## src/rtl/core/bta_pkg.sv

```systemverilog
// bta_pkg: shared types, request codes, register indexes and reset values
// for the box tracker association and steer block. No dependencies.
`default_nettype none

package bta_pkg;

    // payload widths
    localparam int FIELD_W   = 8;
    localparam int REQ_W     = 2;
    localparam int CFG_W     = 8;
    localparam int CFG_IDX_W = 3;
    localparam int PCT_W     = 7;
    localparam int IDX_OUT_W = 6;
    localparam int TILT_W    = 8;
    localparam int DIST_W    = 2 * FIELD_W + 1;

    // parameter defaults
    localparam int MAX_BOXES_DEF  = 64;
    localparam int COORD_BITS_DEF = 8;
    localparam int QUEUE_DEPTH    = 4;

    // request codes
    localparam logic [REQ_W-1:0] REQ_LOCK = 2'd0;
    localparam logic [REQ_W-1:0] REQ_DET  = 2'd1;
    localparam logic [REQ_W-1:0] REQ_EOF  = 2'd2;
    localparam logic [REQ_W-1:0] REQ_NONE = 2'd3;

    // register indexes
    localparam logic [CFG_IDX_W-1:0] CFG_SIZE_TOL   = 3'd0;
    localparam logic [CFG_IDX_W-1:0] CFG_MATCH_RAD  = 3'd1;
    localparam logic [CFG_IDX_W-1:0] CFG_CENTRE_RAD = 3'd2;
    localparam logic [CFG_IDX_W-1:0] CFG_CENTRE_X   = 3'd3;
    localparam logic [CFG_IDX_W-1:0] CFG_CENTRE_Y   = 3'd4;
    localparam logic [CFG_IDX_W-1:0] CFG_SIDE_PCT   = 3'd5;
    localparam logic [CFG_IDX_W-1:0] CFG_FORE_PCT   = 3'd6;

    // register reset values
    localparam logic [CFG_W-1:0] SIZE_TOL_RST   = 8'd20;
    localparam logic [CFG_W-1:0] MATCH_RAD_RST  = 8'd40;
    localparam logic [CFG_W-1:0] CENTRE_RAD_RST = 8'd20;
    localparam logic [CFG_W-1:0] CENTRE_X_RST   = 8'd88;
    localparam logic [CFG_W-1:0] CENTRE_Y_RST   = 8'd72;
    localparam logic [PCT_W-1:0] SIDE_PCT_RST   = 7'd5;
    localparam logic [PCT_W-1:0] FORE_PCT_RST   = 7'd5;

    localparam logic [PCT_W-1:0] TILT_MAX = 7'd100;

    typedef struct packed {
        logic [CFG_W-1:0] size_tol;
        logic [CFG_W-1:0] match_rad;
        logic [CFG_W-1:0] centre_rad;
        logic [CFG_W-1:0] centre_x;
        logic [CFG_W-1:0] centre_y;
        logic [PCT_W-1:0] side_pct;
        logic [PCT_W-1:0] fore_pct;
    } t_cfg;

    // classified request as it sits in the queue
    typedef struct packed {
        logic [REQ_W-1:0]   kind;
        logic [FIELD_W-1:0] x;
        logic [FIELD_W-1:0] y;
        logic [FIELD_W-1:0] w;
        logic [FIELD_W-1:0] h;
    } t_item;

    // frame winner handed from association to steering
    typedef struct packed {
        logic                 found;
        logic [IDX_OUT_W-1:0] idx;
        logic [FIELD_W-1:0]   x;
        logic [FIELD_W-1:0]   y;
        logic [FIELD_W-1:0]   w;
        logic [FIELD_W-1:0]   h;
    } t_win;

endpackage

`default_nettype wire

```

## src/rtl/core/bta_req_if.sv

```systemverilog
// bta_req_if: valid/ready channel carrying one tracker request.
// Depends on bta_pkg.
`default_nettype none

interface bta_req_if import bta_pkg::*; ();
    logic               valid;
    logic               ready;
    logic [REQ_W-1:0]   req_type;
    logic [FIELD_W-1:0] box_x;
    logic [FIELD_W-1:0] box_y;
    logic [FIELD_W-1:0] box_w;
    logic [FIELD_W-1:0] box_h;

    modport source (output valid, req_type, box_x, box_y, box_w, box_h, input ready);
    modport sink   (input valid, req_type, box_x, box_y, box_w, box_h, output ready);
endinterface

`default_nettype wire

```

## src/rtl/core/bta_rpt_if.sv

```systemverilog
// bta_rpt_if: valid/ready channel carrying one end-of-frame report.
// Depends on bta_pkg.
`default_nettype none

interface bta_rpt_if import bta_pkg::*; ();
    logic                      valid;
    logic                      ready;
    logic                      found;
    logic [IDX_OUT_W-1:0]      match_index;
    logic [FIELD_W-1:0]        ref_x;
    logic [FIELD_W-1:0]        ref_y;
    logic                      on_top;
    logic signed [TILT_W-1:0]  side_tilt;
    logic signed [TILT_W-1:0]  fore_tilt;

    modport source (output valid, found, match_index, ref_x, ref_y, on_top, side_tilt,
                    fore_tilt, input ready);
    modport sink   (input valid, found, match_index, ref_x, ref_y, on_top, side_tilt,
                    fore_tilt, output ready);
endinterface

`default_nettype wire

```

## src/rtl/core/bta_front.sv

```systemverilog
// bta_front: request intake. Registers each request, masks coordinates
// and drops unused request codes. Depends on bta_pkg and bta_req_if.
`default_nettype none

module bta_front import bta_pkg::*; #(
    parameter int COORD_BITS = COORD_BITS_DEF
) (
    input  wire logic  i_clk,
    input  wire logic  i_rst_n,
    bta_req_if.sink    i_req,
    output logic       o_item_valid,
    output t_item      o_item,
    input  wire logic  i_item_ready
);

    localparam int CW = (COORD_BITS < FIELD_W) ? COORD_BITS : FIELD_W;
    localparam logic [FIELD_W-1:0] MASK = FIELD_W'((1 << CW) - 1);

    logic  r_vld, n_vld;
    t_item r_item;
    logic  accept;

    assign i_req.ready  = !r_vld || i_item_ready;
    assign accept       = i_req.valid && i_req.ready;
    assign o_item_valid = r_vld;
    assign o_item       = r_item;

    always_comb begin
        n_vld = r_vld;
        if (r_vld && i_item_ready) begin
            n_vld = 1'b0;
        end
        // drop the unused code here so it never reaches the queue
        if (accept && i_req.req_type != REQ_NONE) begin
            n_vld = 1'b1;
        end
    end

    always_ff @(posedge i_clk) begin
        if (!i_rst_n) begin
            r_vld <= 1'b0;
        end else begin
            r_vld <= n_vld;
        end
    end

    always_ff @(posedge i_clk) begin
        if (accept && i_req.req_type != REQ_NONE) begin
            r_item.kind <= i_req.req_type;
            r_item.x    <= i_req.box_x & MASK;
            r_item.y    <= i_req.box_y & MASK;
            r_item.w    <= i_req.box_w & MASK;
            r_item.h    <= i_req.box_h & MASK;
        end
    end

endmodule

`default_nettype wire

```

## src/rtl/core/bta_fifo.sv

```systemverilog
// bta_fifo: small first-word-fall-through queue in flops between intake
// and association. No dependencies.
`default_nettype none

module bta_fifo #(
    parameter type T     = logic,
    parameter int  DEPTH = 4
) (
    input  wire logic i_clk,
    input  wire logic i_rst_n,
    input  wire logic i_push,
    input  T          i_data,
    output logic      o_ready,
    output logic      o_valid,
    output T          o_data,
    input  wire logic i_pop
);

    localparam int PW = (DEPTH > 1) ? $clog2(DEPTH) : 1;
    localparam int NW = $clog2(DEPTH + 1);

    T                r_mem [DEPTH];
    logic [PW-1:0]   r_wr, r_rd;
    logic [NW-1:0]   r_cnt;
    logic            do_push, do_pop;

    assign o_ready = r_cnt < NW'(DEPTH);
    assign o_valid = r_cnt != '0;
    assign o_data  = r_mem[r_rd];
    assign do_push = i_push && o_ready;
    assign do_pop  = i_pop && o_valid;

    always_ff @(posedge i_clk) begin
        if (!i_rst_n) begin
            r_wr  <= '0;
            r_rd  <= '0;
            r_cnt <= '0;
        end else begin
            if (do_push) begin
                r_wr <= (r_wr == PW'(DEPTH - 1)) ? '0 : r_wr + 1'b1;
            end
            if (do_pop) begin
                r_rd <= (r_rd == PW'(DEPTH - 1)) ? '0 : r_rd + 1'b1;
            end
            if (do_push && !do_pop) begin
                r_cnt <= r_cnt + 1'b1;
            end else if (do_pop && !do_push) begin
                r_cnt <= r_cnt - 1'b1;
            end
        end
    end

    always_ff @(posedge i_clk) begin
        if (do_push) begin
            r_mem[r_wr] <= i_data;
        end
    end

endmodule

`default_nettype wire

```

## src/rtl/core/bta_assoc.sv

```systemverilog
// bta_assoc: association pipeline. Gates each detection against the
// reference box, keeps the nearest candidate and folds it into the
// reference at frame end. Depends on bta_pkg.
`default_nettype none

module bta_assoc import bta_pkg::*; #(
    parameter int MAX_BOXES  = MAX_BOXES_DEF,
    parameter int COORD_BITS = COORD_BITS_DEF
) (
    input  wire logic  i_clk,
    input  wire logic  i_rst_n,
    input  t_cfg       i_cfg,
    input  wire logic  i_item_valid,
    input  t_item      i_item,
    output logic       o_pop,
    input  wire logic  i_adv,
    output logic       o_win_valid,
    output t_win       o_win
);

    localparam int CW   = (COORD_BITS < FIELD_W) ? COORD_BITS : FIELD_W;
    localparam int SQW  = 2 * CW;
    localparam int MRW  = 2 * CFG_W;
    localparam int IW   = $clog2(MAX_BOXES);
    localparam int CNTW = $clog2(MAX_BOXES + 1);
    localparam int XW   = (IW > IDX_OUT_W) ? IW : IDX_OUT_W;

    // tracking state
    logic                r_locked;
    logic [CW-1:0]       r_ref_x, r_ref_y, r_ref_w, r_ref_h;
    logic                r_best_vld;
    logic [DIST_W-1:0]   r_best_d;
    logic [IW-1:0]       r_best_idx;
    logic [CW-1:0]       r_best_x, r_best_y, r_best_w, r_best_h;
    logic [CNTW-1:0]     r_count;

    // stage 1: differences against the reference
    logic                r1_vld, r1_live, r1_size_ok;
    logic [REQ_W-1:0]    r1_kind;
    logic [CW-1:0]       r1_x, r1_y, r1_w, r1_h, r1_dx, r1_dy;

    // stage 2: squares
    logic                r2_vld, r2_live, r2_size_ok;
    logic [REQ_W-1:0]    r2_kind;
    logic [CW-1:0]       r2_x, r2_y, r2_w, r2_h;
    logic [SQW-1:0]      r2_sqx, r2_sqy;
    logic [MRW-1:0]      r2_mr2;

    logic                r_win_vld;
    t_win                r_win;

    logic [CW-1:0]       hx, hy, hw, hh, hdx, hdy, hdw, hdh;
    logic                h_size_ok, eof_busy, head_lock;
    logic [DIST_W-1:0]   d;
    logic                cand, room, take;
    logic [XW-1:0]       idx_ext;

    assign hx = i_item.x[CW-1:0];
    assign hy = i_item.y[CW-1:0];
    assign hw = i_item.w[CW-1:0];
    assign hh = i_item.h[CW-1:0];

    always_comb begin
        hdx = (hx > r_ref_x) ? hx - r_ref_x : r_ref_x - hx;
        hdy = (hy > r_ref_y) ? hy - r_ref_y : r_ref_y - hy;
        hdw = (hw > r_ref_w) ? hw - r_ref_w : r_ref_w - hw;
        hdh = (hh > r_ref_h) ? hh - r_ref_h : r_ref_h - hh;
    end

    assign h_size_ok = (FIELD_W'(hdw) < i_cfg.size_tol) && (FIELD_W'(hdh) < i_cfg.size_tol);

    // hold the queue while a frame end is still on its way to the reference
    assign eof_busy  = (r1_vld && r1_kind == REQ_EOF) || (r2_vld && r2_kind == REQ_EOF);
    assign o_pop     = i_adv && i_item_valid && !eof_busy;
    assign head_lock = o_pop && i_item.kind == REQ_LOCK;

    assign d    = DIST_W'(r2_sqx) + DIST_W'(r2_sqy);
    assign room = r_count < CNTW'(MAX_BOXES);
    assign cand = r2_live && r2_size_ok && (d < DIST_W'(r2_mr2)) &&
                  (!r_best_vld || d < r_best_d);
    assign take = r2_vld && r2_kind == REQ_DET && r2_live && room && cand;

    assign idx_ext = XW'(r_best_idx);

    always_ff @(posedge i_clk) begin
        if (!i_rst_n) begin
            r_locked   <= 1'b0;
            r1_vld     <= 1'b0;
            r2_vld     <= 1'b0;
            r_win_vld  <= 1'b0;
            r_best_vld <= 1'b0;
            r_count    <= '0;
        end else if (i_adv) begin
            r1_vld    <= o_pop;
            r2_vld    <= r1_vld;
            r_win_vld <= r2_vld && r2_kind == REQ_EOF && r2_live;
            if (head_lock) begin
                r_locked <= 1'b1;
            end
            if (r2_vld) begin
                case (r2_kind)
                    REQ_LOCK: begin
                        r_best_vld <= 1'b0;
                        r_count    <= '0;
                    end
                    REQ_DET: begin
                        if (r2_live && room) begin
                            if (cand) begin
                                r_best_vld <= 1'b1;
                            end
                            r_count <= r_count + 1'b1;
                        end
                    end
                    REQ_EOF: begin
                        if (r2_live) begin
                            r_best_vld <= 1'b0;
                            r_count    <= '0;
                        end
                    end
                    default: begin
                    end
                endcase
            end
        end
    end

    always_ff @(posedge i_clk) begin
        if (i_adv) begin
            r1_kind    <= i_item.kind;
            r1_x       <= hx;
            r1_y       <= hy;
            r1_w       <= hw;
            r1_h       <= hh;
            r1_dx      <= hdx;
            r1_dy      <= hdy;
            r1_live    <= r_locked;
            r1_size_ok <= h_size_ok;

            r2_kind    <= r1_kind;
            r2_x       <= r1_x;
            r2_y       <= r1_y;
            r2_w       <= r1_w;
            r2_h       <= r1_h;
            r2_live    <= r1_live;
            r2_size_ok <= r1_size_ok;
            r2_sqx     <= SQW'(r1_dx) * SQW'(r1_dx);
            r2_sqy     <= SQW'(r1_dy) * SQW'(r1_dy);
            r2_mr2     <= MRW'(i_cfg.match_rad) * MRW'(i_cfg.match_rad);

            if (take) begin
                r_best_d   <= d;
                r_best_idx <= r_count[IW-1:0];
                r_best_x   <= r2_x;
                r_best_y   <= r2_y;
                r_best_w   <= r2_w;
                r_best_h   <= r2_h;
            end

            // lock loads the reference on entry; frame end folds in the winner
            if (head_lock) begin
                r_ref_x <= hx;
                r_ref_y <= hy;
                r_ref_w <= hw;
                r_ref_h <= hh;
            end else if (r2_vld && r2_kind == REQ_EOF && r2_live && r_best_vld) begin
                r_ref_x <= r_best_x;
                r_ref_y <= r_best_y;
                r_ref_w <= r_best_w;
                r_ref_h <= r_best_h;
            end

            r_win.found <= r_best_vld;
            r_win.idx   <= r_best_vld ? idx_ext[IDX_OUT_W-1:0] : '0;
            r_win.x     <= FIELD_W'(r_best_vld ? r_best_x : r_ref_x);
            r_win.y     <= FIELD_W'(r_best_vld ? r_best_y : r_ref_y);
            r_win.w     <= FIELD_W'(r_best_w);
            r_win.h     <= FIELD_W'(r_best_h);
        end
    end

    assign o_win_valid = r_win_vld;
    assign o_win       = r_win;

    a_count_bound: assert property (@(posedge i_clk) disable iff (!i_rst_n)
        r_count <= CNTW'(MAX_BOXES))
        else $error("box count past frame limit");

    a_best_seen: assert property (@(posedge i_clk) disable iff (!i_rst_n)
        r_best_vld |-> (r_count > CNTW'(r_best_idx)))
        else $error("winner index not among boxes seen");

    a_eof_clears: assert property (@(posedge i_clk) disable iff (!i_rst_n)
        (i_adv && r2_vld && r2_kind == REQ_EOF && r2_live) |=> !r_best_vld)
        else $error("frame end left a winner behind");

    a_win_locked: assert property (@(posedge i_clk) disable iff (!i_rst_n)
        o_win_valid |-> r_locked)
        else $error("report raised before any lock");

endmodule

`default_nettype wire

```

## src/rtl/core/bta_steer.sv

```systemverilog
// bta_steer: report pipeline. Tests the winner centre against the image
// centre, forms tilt commands and holds the report. Depends on bta_pkg, bta_rpt_if.
`default_nettype none

module bta_steer import bta_pkg::*; (
    input  wire logic  i_clk,
    input  wire logic  i_rst_n,
    input  t_cfg       i_cfg,
    input  wire logic  i_win_valid,
    input  t_win       i_win,
    output logic       o_adv,
    bta_rpt_if.source  o_rpt
);

    localparam int CXW = FIELD_W + 1;
    localparam int SQW = 2 * CXW;
    localparam int SMW = SQW + 1;
    localparam int CRW = 2 * CFG_W;

    function automatic logic [TILT_W-1:0] steer_tilt(input logic gt, input logic lt,
                                                     input logic [PCT_W-1:0] pct);
        logic [PCT_W-1:0] mag;
        mag = (pct > TILT_MAX) ? TILT_MAX : pct;
        if (gt) begin
            return TILT_W'(mag);
        end else if (lt) begin
            return TILT_W'(0) - TILT_W'(mag);
        end
        return '0;
    endfunction

    logic                 t1_vld, t1_found, t1_gx, t1_lx, t1_gy, t1_ly;
    logic [IDX_OUT_W-1:0] t1_idx;
    logic [FIELD_W-1:0]   t1_x, t1_y;
    logic [CXW-1:0]       t1_dcx, t1_dcy;

    logic                 t2_vld, t2_found, t2_gx, t2_lx, t2_gy, t2_ly;
    logic [IDX_OUT_W-1:0] t2_idx;
    logic [FIELD_W-1:0]   t2_x, t2_y;
    logic [SQW-1:0]       t2_sqx, t2_sqy;
    logic [CRW-1:0]       t2_cr2;

    logic                 r_out_vld, r_found, r_on_top;
    logic [IDX_OUT_W-1:0] r_idx;
    logic [FIELD_W-1:0]   r_ref_x, r_ref_y;
    logic [TILT_W-1:0]    r_side, r_fore;

    logic [CXW-1:0]       cx, cy, ctr_x, ctr_y, dcx, dcy;
    logic [SMW-1:0]       sum;
    logic                 top;

    assign o_adv = !r_out_vld || o_rpt.ready;

    assign cx    = CXW'(i_win.x) + CXW'(i_win.w >> 1);
    assign cy    = CXW'(i_win.y) + CXW'(i_win.h >> 1);
    assign ctr_x = CXW'(i_cfg.centre_x);
    assign ctr_y = CXW'(i_cfg.centre_y);
    assign dcx   = (cx > ctr_x) ? cx - ctr_x : ctr_x - cx;
    assign dcy   = (cy > ctr_y) ? cy - ctr_y : ctr_y - cy;

    assign sum = SMW'(t2_sqx) + SMW'(t2_sqy);
    assign top = t2_found && (sum < SMW'(t2_cr2));

    always_ff @(posedge i_clk) begin
        if (!i_rst_n) begin
            t1_vld    <= 1'b0;
            t2_vld    <= 1'b0;
            r_out_vld <= 1'b0;
        end else if (o_adv) begin
            t1_vld    <= i_win_valid;
            t2_vld    <= t1_vld;
            r_out_vld <= t2_vld;
        end
    end

    always_ff @(posedge i_clk) begin
        if (o_adv) begin
            t1_found <= i_win.found;
            t1_idx   <= i_win.idx;
            t1_x     <= i_win.x;
            t1_y     <= i_win.y;
            t1_dcx   <= dcx;
            t1_dcy   <= dcy;
            t1_gx    <= cx > ctr_x;
            t1_lx    <= cx < ctr_x;
            t1_gy    <= cy > ctr_y;
            t1_ly    <= cy < ctr_y;

            t2_found <= t1_found;
            t2_idx   <= t1_idx;
            t2_x     <= t1_x;
            t2_y     <= t1_y;
            t2_gx    <= t1_gx;
            t2_lx    <= t1_lx;
            t2_gy    <= t1_gy;
            t2_ly    <= t1_ly;
            t2_sqx   <= SQW'(t1_dcx) * SQW'(t1_dcx);
            t2_sqy   <= SQW'(t1_dcy) * SQW'(t1_dcy);
            t2_cr2   <= CRW'(i_cfg.centre_rad) * CRW'(i_cfg.centre_rad);

            r_found  <= t2_found;
            r_idx    <= t2_idx;
            r_ref_x  <= t2_x;
            r_ref_y  <= t2_y;
            r_on_top <= top;
            // steer only when a box was found and it is off centre
            r_side   <= (t2_found && !top) ? steer_tilt(t2_gx, t2_lx, i_cfg.side_pct) : '0;
            r_fore   <= (t2_found && !top) ? steer_tilt(t2_gy, t2_ly, i_cfg.fore_pct) : '0;
        end
    end

    assign o_rpt.valid       = r_out_vld;
    assign o_rpt.found       = r_found;
    assign o_rpt.match_index = r_idx;
    assign o_rpt.ref_x       = r_ref_x;
    assign o_rpt.ref_y       = r_ref_y;
    assign o_rpt.on_top      = r_on_top;
    assign o_rpt.side_tilt   = $signed(r_side);
    assign o_rpt.fore_tilt   = $signed(r_fore);

    a_miss_quiet: assert property (@(posedge i_clk) disable iff (!i_rst_n)
        (r_out_vld && !r_found) |->
            (r_idx == '0 && !r_on_top && r_side == '0 && r_fore == '0))
        else $error("report without a match carries data");

    a_top_level: assert property (@(posedge i_clk) disable iff (!i_rst_n)
        (r_out_vld && r_on_top) |-> (r_side == '0 && r_fore == '0))
        else $error("tilt issued while on top");

endmodule

`default_nettype wire

```

## src/rtl/core/box_tracker_association_steer.sv

```systemverilog
// box_tracker_association_steer: top level of the frame-to-frame box tracker.
// Depends on bta_pkg, bta_req_if, bta_rpt_if, bta_front, bta_fifo, bta_assoc, bta_steer.
//
// A lock request loads the reference box and opens a frame; detection
// requests then stream in, one box per request, and each is gated on width
// and height (strictly within size_tolerance of the reference) and on corner
// distance (squared, strictly within match_radius squared). The nearest
// candidate wins and the earliest wins a tie; boxes past MAX_BOXES in a
// frame are dropped. An end-of-frame request folds the winner into the
// reference and raises one report with found, match_index, the new
// reference corner, on_top and signed tilt commands toward
// (centre_x, centre_y). Detection and end-of-frame requests before the first
// lock, and request type 3, produce nothing. Rate: one request per clock
// while the report is not stalled, except that the request following an
// end-of-frame waits while the frame end passes the two-stage distance
// pipeline and updates the reference. With nothing stalled, an end-of-frame
// request passes the intake register, queue, two association stages, winner
// register, two steering stages and the report register before its report is
// valid; the intake register loads at the accepting edge. A stalled report
// freezes the back end; the queue keeps taking requests until it fills. Write
// configuration only while the block is idle.
`default_nettype none

module box_tracker_association_steer import bta_pkg::*; #(
    parameter int MAX_BOXES  = MAX_BOXES_DEF,
    parameter int COORD_BITS = COORD_BITS_DEF
) (
    input  wire logic                 i_clk,
    input  wire logic                 i_rst_n,
    bta_req_if.sink                   i_req,
    bta_rpt_if.source                 o_rpt,
    input  wire logic                 i_cfg_we,
    input  wire logic [CFG_IDX_W-1:0] i_cfg_idx,
    input  wire logic [CFG_W-1:0]     i_cfg_data
);

    t_cfg  r_cfg;

    logic  front_valid, queue_ready;
    t_item front_item;
    logic  queue_valid, queue_pop;
    t_item queue_item;
    logic  adv;
    logic  win_valid;
    t_win  win;

    // configuration registers; unknown indexes are dropped
    always_ff @(posedge i_clk) begin
        if (!i_rst_n) begin
            r_cfg.size_tol   <= SIZE_TOL_RST;
            r_cfg.match_rad  <= MATCH_RAD_RST;
            r_cfg.centre_rad <= CENTRE_RAD_RST;
            r_cfg.centre_x   <= CENTRE_X_RST;
            r_cfg.centre_y   <= CENTRE_Y_RST;
            r_cfg.side_pct   <= SIDE_PCT_RST;
            r_cfg.fore_pct   <= FORE_PCT_RST;
        end else if (i_cfg_we) begin
            case (i_cfg_idx)
                CFG_SIZE_TOL:   r_cfg.size_tol   <= i_cfg_data;
                CFG_MATCH_RAD:  r_cfg.match_rad  <= i_cfg_data;
                CFG_CENTRE_RAD: r_cfg.centre_rad <= i_cfg_data;
                CFG_CENTRE_X:   r_cfg.centre_x   <= i_cfg_data;
                CFG_CENTRE_Y:   r_cfg.centre_y   <= i_cfg_data;
                CFG_SIDE_PCT:   r_cfg.side_pct   <= i_cfg_data[PCT_W-1:0];
                CFG_FORE_PCT:   r_cfg.fore_pct   <= i_cfg_data[PCT_W-1:0];
                default: begin
                end
            endcase
        end
    end

    // intake: register, mask, drop unused codes
    bta_front #(
        .COORD_BITS (COORD_BITS)
    ) u_front (
        .i_clk        (i_clk),
        .i_rst_n      (i_rst_n),
        .i_req        (i_req),
        .o_item_valid (front_valid),
        .o_item       (front_item),
        .i_item_ready (queue_ready)
    );

    // decouple intake from the association pipeline
    bta_fifo #(
        .T     (t_item),
        .DEPTH (QUEUE_DEPTH)
    ) u_queue (
        .i_clk   (i_clk),
        .i_rst_n (i_rst_n),
        .i_push  (front_valid),
        .i_data  (front_item),
        .o_ready (queue_ready),
        .o_valid (queue_valid),
        .o_data  (queue_item),
        .i_pop   (queue_pop)
    );

    // gate, rank and fold the winner into the reference
    bta_assoc #(
        .MAX_BOXES  (MAX_BOXES),
        .COORD_BITS (COORD_BITS)
    ) u_assoc (
        .i_clk        (i_clk),
        .i_rst_n      (i_rst_n),
        .i_cfg        (r_cfg),
        .i_item_valid (queue_valid),
        .i_item       (queue_item),
        .o_pop        (queue_pop),
        .i_adv        (adv),
        .o_win_valid  (win_valid),
        .o_win        (win)
    );

    // centre test, tilt and report register
    bta_steer u_steer (
        .i_clk       (i_clk),
        .i_rst_n     (i_rst_n),
        .i_cfg       (r_cfg),
        .i_win_valid (win_valid),
        .i_win       (win),
        .o_adv       (adv),
        .o_rpt       (o_rpt)
    );

endmodule

`default_nettype wire
```

## src/flat_wrapper.sv

```systemverilog
// flat-port wrapper written by rule: the top's interface ports become plain ports
module box_tracker_association_steer_flat import bta_pkg::*;
#(
    parameter int MAX_BOXES  = MAX_BOXES_DEF,
    parameter int COORD_BITS = COORD_BITS_DEF
)
  (i_clk, i_rst_n, i_cfg_we, i_cfg_idx, i_cfg_data, i_req_valid, i_req_req_type, i_req_box_x, i_req_box_y, i_req_box_w, i_req_box_h, i_req_ready, o_rpt_valid, o_rpt_found, o_rpt_match_index, o_rpt_ref_x, o_rpt_ref_y, o_rpt_on_top, o_rpt_side_tilt, o_rpt_fore_tilt, o_rpt_ready);
  bta_req_if i_req_i ();
  bta_rpt_if o_rpt_i ();
  input  wire logic i_clk;
  input  wire logic i_rst_n;
  input  wire logic i_cfg_we;
  input  wire logic [CFG_IDX_W-1:0] i_cfg_idx;
  input  wire logic [CFG_W-1:0] i_cfg_data;
  input wire logic [$bits(i_req_i.valid)-1:0] i_req_valid;
  input wire logic [$bits(i_req_i.req_type)-1:0] i_req_req_type;
  input wire logic [$bits(i_req_i.box_x)-1:0] i_req_box_x;
  input wire logic [$bits(i_req_i.box_y)-1:0] i_req_box_y;
  input wire logic [$bits(i_req_i.box_w)-1:0] i_req_box_w;
  input wire logic [$bits(i_req_i.box_h)-1:0] i_req_box_h;
  output wire logic [$bits(i_req_i.ready)-1:0] i_req_ready;
  output wire logic [$bits(o_rpt_i.valid)-1:0] o_rpt_valid;
  output wire logic [$bits(o_rpt_i.found)-1:0] o_rpt_found;
  output wire logic [$bits(o_rpt_i.match_index)-1:0] o_rpt_match_index;
  output wire logic [$bits(o_rpt_i.ref_x)-1:0] o_rpt_ref_x;
  output wire logic [$bits(o_rpt_i.ref_y)-1:0] o_rpt_ref_y;
  output wire logic [$bits(o_rpt_i.on_top)-1:0] o_rpt_on_top;
  output wire logic [$bits(o_rpt_i.side_tilt)-1:0] o_rpt_side_tilt;
  output wire logic [$bits(o_rpt_i.fore_tilt)-1:0] o_rpt_fore_tilt;
  input wire logic [$bits(o_rpt_i.ready)-1:0] o_rpt_ready;
  assign i_req_i.valid = i_req_valid;
  assign i_req_i.req_type = i_req_req_type;
  assign i_req_i.box_x = i_req_box_x;
  assign i_req_i.box_y = i_req_box_y;
  assign i_req_i.box_w = i_req_box_w;
  assign i_req_i.box_h = i_req_box_h;
  assign i_req_ready = i_req_i.ready;
  assign o_rpt_valid = o_rpt_i.valid;
  assign o_rpt_found = o_rpt_i.found;
  assign o_rpt_match_index = o_rpt_i.match_index;
  assign o_rpt_ref_x = o_rpt_i.ref_x;
  assign o_rpt_ref_y = o_rpt_i.ref_y;
  assign o_rpt_on_top = o_rpt_i.on_top;
  assign o_rpt_side_tilt = o_rpt_i.side_tilt;
  assign o_rpt_fore_tilt = o_rpt_i.fore_tilt;
  assign o_rpt_i.ready = o_rpt_ready;
  box_tracker_association_steer #(.MAX_BOXES(MAX_BOXES), .COORD_BITS(COORD_BITS)) u_core (.i_clk(i_clk), .i_rst_n(i_rst_n), .i_req(i_req_i), .o_rpt(o_rpt_i), .i_cfg_we(i_cfg_we), .i_cfg_idx(i_cfg_idx), .i_cfg_data(i_cfg_data));
endmodule
```

## config.mk

```make
export PLATFORM = sky130hd
export DESIGN_NAME = box_tracker_association_steer_flat
export DESIGN_NICKNAME = d
export VERILOG_FILES = /design/src/rtl/core/bta_pkg.sv /design/src/rtl/core/bta_req_if.sv /design/src/rtl/core/bta_rpt_if.sv /design/src/rtl/core/bta_front.sv /design/src/rtl/core/bta_fifo.sv /design/src/rtl/core/bta_assoc.sv /design/src/rtl/core/bta_steer.sv /design/src/rtl/core/box_tracker_association_steer.sv /design/src/flat_wrapper.sv
export SDC_FILE = /design/constraint.sdc
export NUM_CORES = 2
export LEC_CHECK = 0
export BUFFER_PORTS_ARGS = -buffer_cell sky130_fd_sc_hd__buf_2
export CAP_MARGIN = 20
export CORE_MARGIN = 1
export CORE_UTILIZATION = 54
export DETAILED_ROUTE_END_ITERATION = 8
export GPL_ROUTABILITY_DRIVEN = 0
export PLACE_DENSITY = 0.8
export SETUP_SLACK_MARGIN = 0.05
export SLEW_MARGIN = 20
export SYNTH_ARGS = -nofsm -noshare
export SYNTH_HDL_FRONTEND = slang
export SYNTH_SLANG_ARGS = --single-unit
```

## constraint.sdc

```tcl
create_clock -name i_clk -period 9.6 [get_ports i_clk]
set_input_delay 0.96 -clock i_clk [delete_from_list [all_inputs] [get_ports i_clk]]
set_output_delay 0.96 -clock i_clk [all_outputs]
set_load 0.02 [all_outputs]
```

== Word-level counts from Yosys, hierarchy flattened ==
Memories as Yosys holds them, arrays and structs flattened. A register that Yosys moved wholly into a read port is not among the register bits.
Cells that the tools add are included.
Widths: inputs -> output; s select.
Word-level totals
  flip-flop bits (word level): 537
  bits in latches: 0
  memory bits (writable): 136
  memory bits (read-only): 0
  bits of input ports: 50
  memories kept: 1
Operators by class
  $add $sub $neg: 23
  multipliers: 6
  divide/modulo/power cells: 0
  $lt $le $gt $ge: 17
  equal/unequal tests: 15
  shifts and indexed selects: 0
  muxes and demuxes: 45
  bitwise gates (word level): 3
  reduce and logical (&&, ||, !) cells: 59
Memory list
  u_core.u_queue.r_mem: depth 4, width 34, rd ports 1, clocked after Yosys merged registers in 1, wr ports 1, RTL line bta_fifo.sv:22  | T r_mem [DEPTH];
Operator list (number)
  $mux 8: 16
  $mul 8x8->16: 4
  $sub 8x8->8: 8
  $mux 7: 6
  $mul 9x9->18: 2
  $gt 8x8->1: 4
  $logic_and 1x1->1: 24
  $reduce_and 2->1: 12
  $pmux 7 s3: 1
  $add 18x18->19: 1
  $lt 19x16->1: 1
  $add 8x7->9: 2
  $gt 9x8->1: 2
  $lt 9x8->1: 2
  $mux 9: 2
  $sub 8x9->9: 2
  $sub 9x8->9: 2
  $add 16x16->17: 1
  $lt 17x16->1: 1
  $lt 17x17->1: 1
  $lt 8x8->1: 2
  $sub 1x7->8 const A: 2
  $gt 7x7->1 const B: 2
  $mux 1: 13
  other kinds (26): 55

== Logic depth before layout (Yosys ltp) ==
  word-level depth: 9
  mapped depth: 21
  gate-level depth less buffers: 18

== Hierarchy ==
Synthesis repeated with hierarchy kept, for this count alone.
Second synthesis, totals
  cell total of the unflattened synthesis: 3324
  area total of the unflattened synthesis: 40251.1 um^2
Modules (own cells, without submodules)
  bta_assoc: instances 1, cells each 1556, area each 17768.3 um^2, seq. area each 8017.7 um^2
  bta_steer: instances 1, cells each 1304, area each 13913.3 um^2, seq. area each 4894.7 um^2
  bta_fifo: instances 1, cells each 226, area each 5421.4 um^2, seq. area each 4264.1 um^2
  box_tracker_association_steer: instances 1, cells each 199, area each 2077.0 um^2, seq. area each 1081.0 um^2
  bta_front: instances 1, cells each 39, area each 1071.0 um^2, seq. area each 1041.0 um^2

== Least setup slack after synthesis ==
OpenSTA, ideal clock, no wires.
  path type: input -> register
  start: input port o_rpt_ready
  end: register u_core.u_assoc.r_best_idx[0] (netlist: u_core.u_assoc.idx_ext[0]), enable pin
  setup time: 0.550 ns
  data arrival time: 9.649 ns
  path slack: -0.600 ns
  stages: 7
  path buffers: 1
  cell sequence: nor2b_1 buf_2 inv_2 nand4_1 nor3_1 a21oi_1 a211oi_1
On the way
  longest elaborated chain between the ends: 2
RTL lines
  start: declaration: RTL line flat_wrapper.sv:30  | input wire logic [$bits(o_rpt_i.ready)-1:0] o_rpt_ready;
  $logic_or 1x1->1: RTL line bta_steer.sv:52  | assign o_adv = !r_out_vld || o_rpt.ready;
  named net u_core.adv: RTL line box_tracker_association_steer.sv:43  | logic adv;
  $reduce_and 2->1 (no line)
  end signal: assignment: RTL line bta_assoc.sv:152  | r_best_idx <= r_count[IW-1:0];
  end: declaration: RTL line bta_assoc.sv:33  | logic [IW-1:0] r_best_idx;
The timed path passes the listed nets, and every way through them passes these cells.
A chain may end at the register's enable or synchronous reset.

==> results.json <==
{
  "status": "finished, violations left",
  "violations": "design-rule violations",
  "first_global_vias": 24500,
  "rsz0062_at_grt": "no",
  "worstSetupStartpointType": "flip-flop",
  "cts_made_buffers": 69,
  "cts_root_buf": "clkbuf_16",
  "drv_slew": 0,
  "core_sq_um": 73200,
  "tightestPinTransition_ps": 996,
  "ant_nets": 0,
  "dieArea_sq_um": 75200,
  "clkSinkCount": 667,
  "grt_pass1_wl_mm": 123,
  "grt_max_degree": 86,
  "clk_pin_slew_ps": 70,
  "ctsHoldBuffers": 0,
  "timing.slew.headroom_pct": 33.3,
  "grt_use_total_pct": 20.5,
  "cts_resized": 0,
  "start_util_pct": 54.7,
  "hold_viol": 0,
  "crit_path_end_kind": "flip-flop",
  "antenna_found_initial": 0,
  "hpwl_mm": 54.3,
  "overflow": 0,
  "synth.avg_cell_area_sq_um": 11.9,
  "syn2layout_area_growth_pct": 9.82,
  "crit_fanout": 34,
  "path_class": "flip-flop to flip-flop",
  "dieWidth_um": 274,
  "syn-cell-area_sq_um": 40000,
  "synth.area.top_cells": "edfxtp_1 44%, ha_1 12%, fa_1 9.3%",
  "io_buffers": 91,
  "cts_tree": "built",
  "htree_levels": 3,
  "cts_buffer_depth": 3,
  "fin_nets": 4088,
  "fin_skew_ps": 25.2,
  "period_share_pct": 57.3,
  "fmax_ghz": 0.182,
  "yosysTopAreaCellShare_pct": 44.1,
  "synth_cell_type_count": 80,
  "clock_latency_ps": 620,
  "ys_ff_latch": 667,
  "die_h_um": 274,
  "yosysSeqAreaShare_pct": 48.1,
  "yosysMostFrequentCell": "edfxtp_1",
  "timing.setup.tns_ps": 0,
  "finalSetupViolCount": 0,
  "worstPathArrival_ps": 5900,
  "synth_common_cells": "588 x edfxtp_1, 483 x inv_1, 383 x ha_1",
  "vias_per_cell": 5.44,
  "via_count": 24400,
  "worstPathRequired_ps": 10000,
  "synth_largest_area_cell": "edfxtp_1",
  "drive_gt1_share_pct": 8.86,
  "drv_cap": 0,
  "synthArstFlopShare_pct": 0,
  "drt-pass1-iter-count": 8,
  "worst_slack_ps": 4100,
  "utilization_pct": 60.0,
  "hold_class": "flip-flop to flip-flop",
  "finalWirelength_mm": 75.5,
  "ys.flop_type": "edfxtp_1",
  "synthCells": 3363,
  "synth_edf_count": 588,
  "ios": 92,
  "first_iter_violations": 1639,
  "cts_setup_buffers": 0,
  "finalCriticalPeriod_ps": 5500,
  "yosys_warnings": 0,
  "rows": 99,
  "pre_cts_slack_ps": 4090,
  "diodes": 0,
  "drc": 8,
  "avgRoutedWirePerCell_um": 16.9
}
state kept, by name (all words and copies together), names as in the netlist, 9 cells and up, named ones only:
register and flops:
u_core.u_queue.r_mem 136, u_core.r_cfg 54, u_core.u_assoc.o_win 37, u_core.u_front.o_item 34, u_core.u_assoc.r_best_d 17, u_core.u_steer.t2_sqx 17
u_core.u_steer.t2_sqy 17, u_core.u_assoc.r2_mr2 15, u_core.u_assoc.r2_sqx 15, u_core.u_assoc.r2_sqy 15, u_core.u_steer.t2_cr2 15, u_core.u_steer.t1_dcx 9
u_core.u_steer.t1_dcy 9
layer usage:
layer | routed length (um) | global-route usage [%] | share of wire, % | vias up
met4 | 2250 | 7.11 | 3.0 | 0
met3 | 3470 | 2.49 | 4.6 | 117
met2 | 36800 | 34.7 | 49 | 526
li1 | - | - | - | 11800
met1 | 33000 | 27.1 | 44 | 11900
met5 | 0 | 0 | 0 | -
critical path: stages, from the launching register on:
cell,delay (ps)
dfxtp_2,310
buf_4,520
mux4_2,620
inv_1,100
ha_1,160
inv_1,50
fa_1,380
nand3_1,110
a21oi_1,90
o31ai_1,740
buf_4,290
mux2_2,340
o21a_1,200
or4_1,460
o311a_1,150
ha_1,270
o21ai_0,80
a21oi_1,70
a2111oi_0,290
worst paths after layout:
kind,startpoint,end,slack [ps],cells after the start
setup / recovery,flip-flop,u_core.u_assoc.r1_size_ok,4100,18
hold / removal,u_core.u_steer.t1_idx[1],u_core.u_steer.t2_idx[1],410,0
setup reg to reg,flip-flop,u_core.u_assoc.r1_size_ok,4100,18
hold reg to reg,u_core.u_steer.t1_idx[1],u_core.u_steer.t2_idx[1],410,0
final cells by class:
cell class / instances / area (sq um)
clock buffers: 87 / 1860
inverters: 484 / 1820
multi-input cells: 2137 / 18700
fillers: 5602 / 29200
clock inverters: 36 / 520
flip-flops and latches: 667 / 19200
well taps: 959 / 1200
repair buffers: 110 / 618
cell usage in the layout (no fill, tap or decap), drive strengths merged, types with 87 or more instances in the layout:
cell type	n
a21oi	142
and2	135
buf	110
clkbuf	87
edfxtp	588
fa	186
ha	383
inv	490
nand2	318
nor2	102
o21ai	115
xnor2	129
cells by family after synthesis:
| group | share of synthesized area (%) |
|---|---|
| XOR/XNOR | 4.07 |
| multiplexers | 3.48 |
| buffers and inverters | 5.32 |
| adder cells (fa/ha/maj) | 21.3 |
| AND/OR/NAND/NOR | 9.40 |
| other | 0.00937 |
| AO/OA/AOI/OAI | 8.39 |
| flip-flops | 48.1 |
per-stage QoR:
step                      cell area [sq um]  hold slack (ps)  cells
final                                 44000              409   4480
after global routing                  44000              420   4480
after CTS                             43900              405   4479
after detailed placement              41600              405   4356
after global placement                41600              401   4356
after floorplan                       40000              400   3364
Power is not shown: default switching activity piles up to over one toggle a cycle in this logic, so the estimate is an artifact.
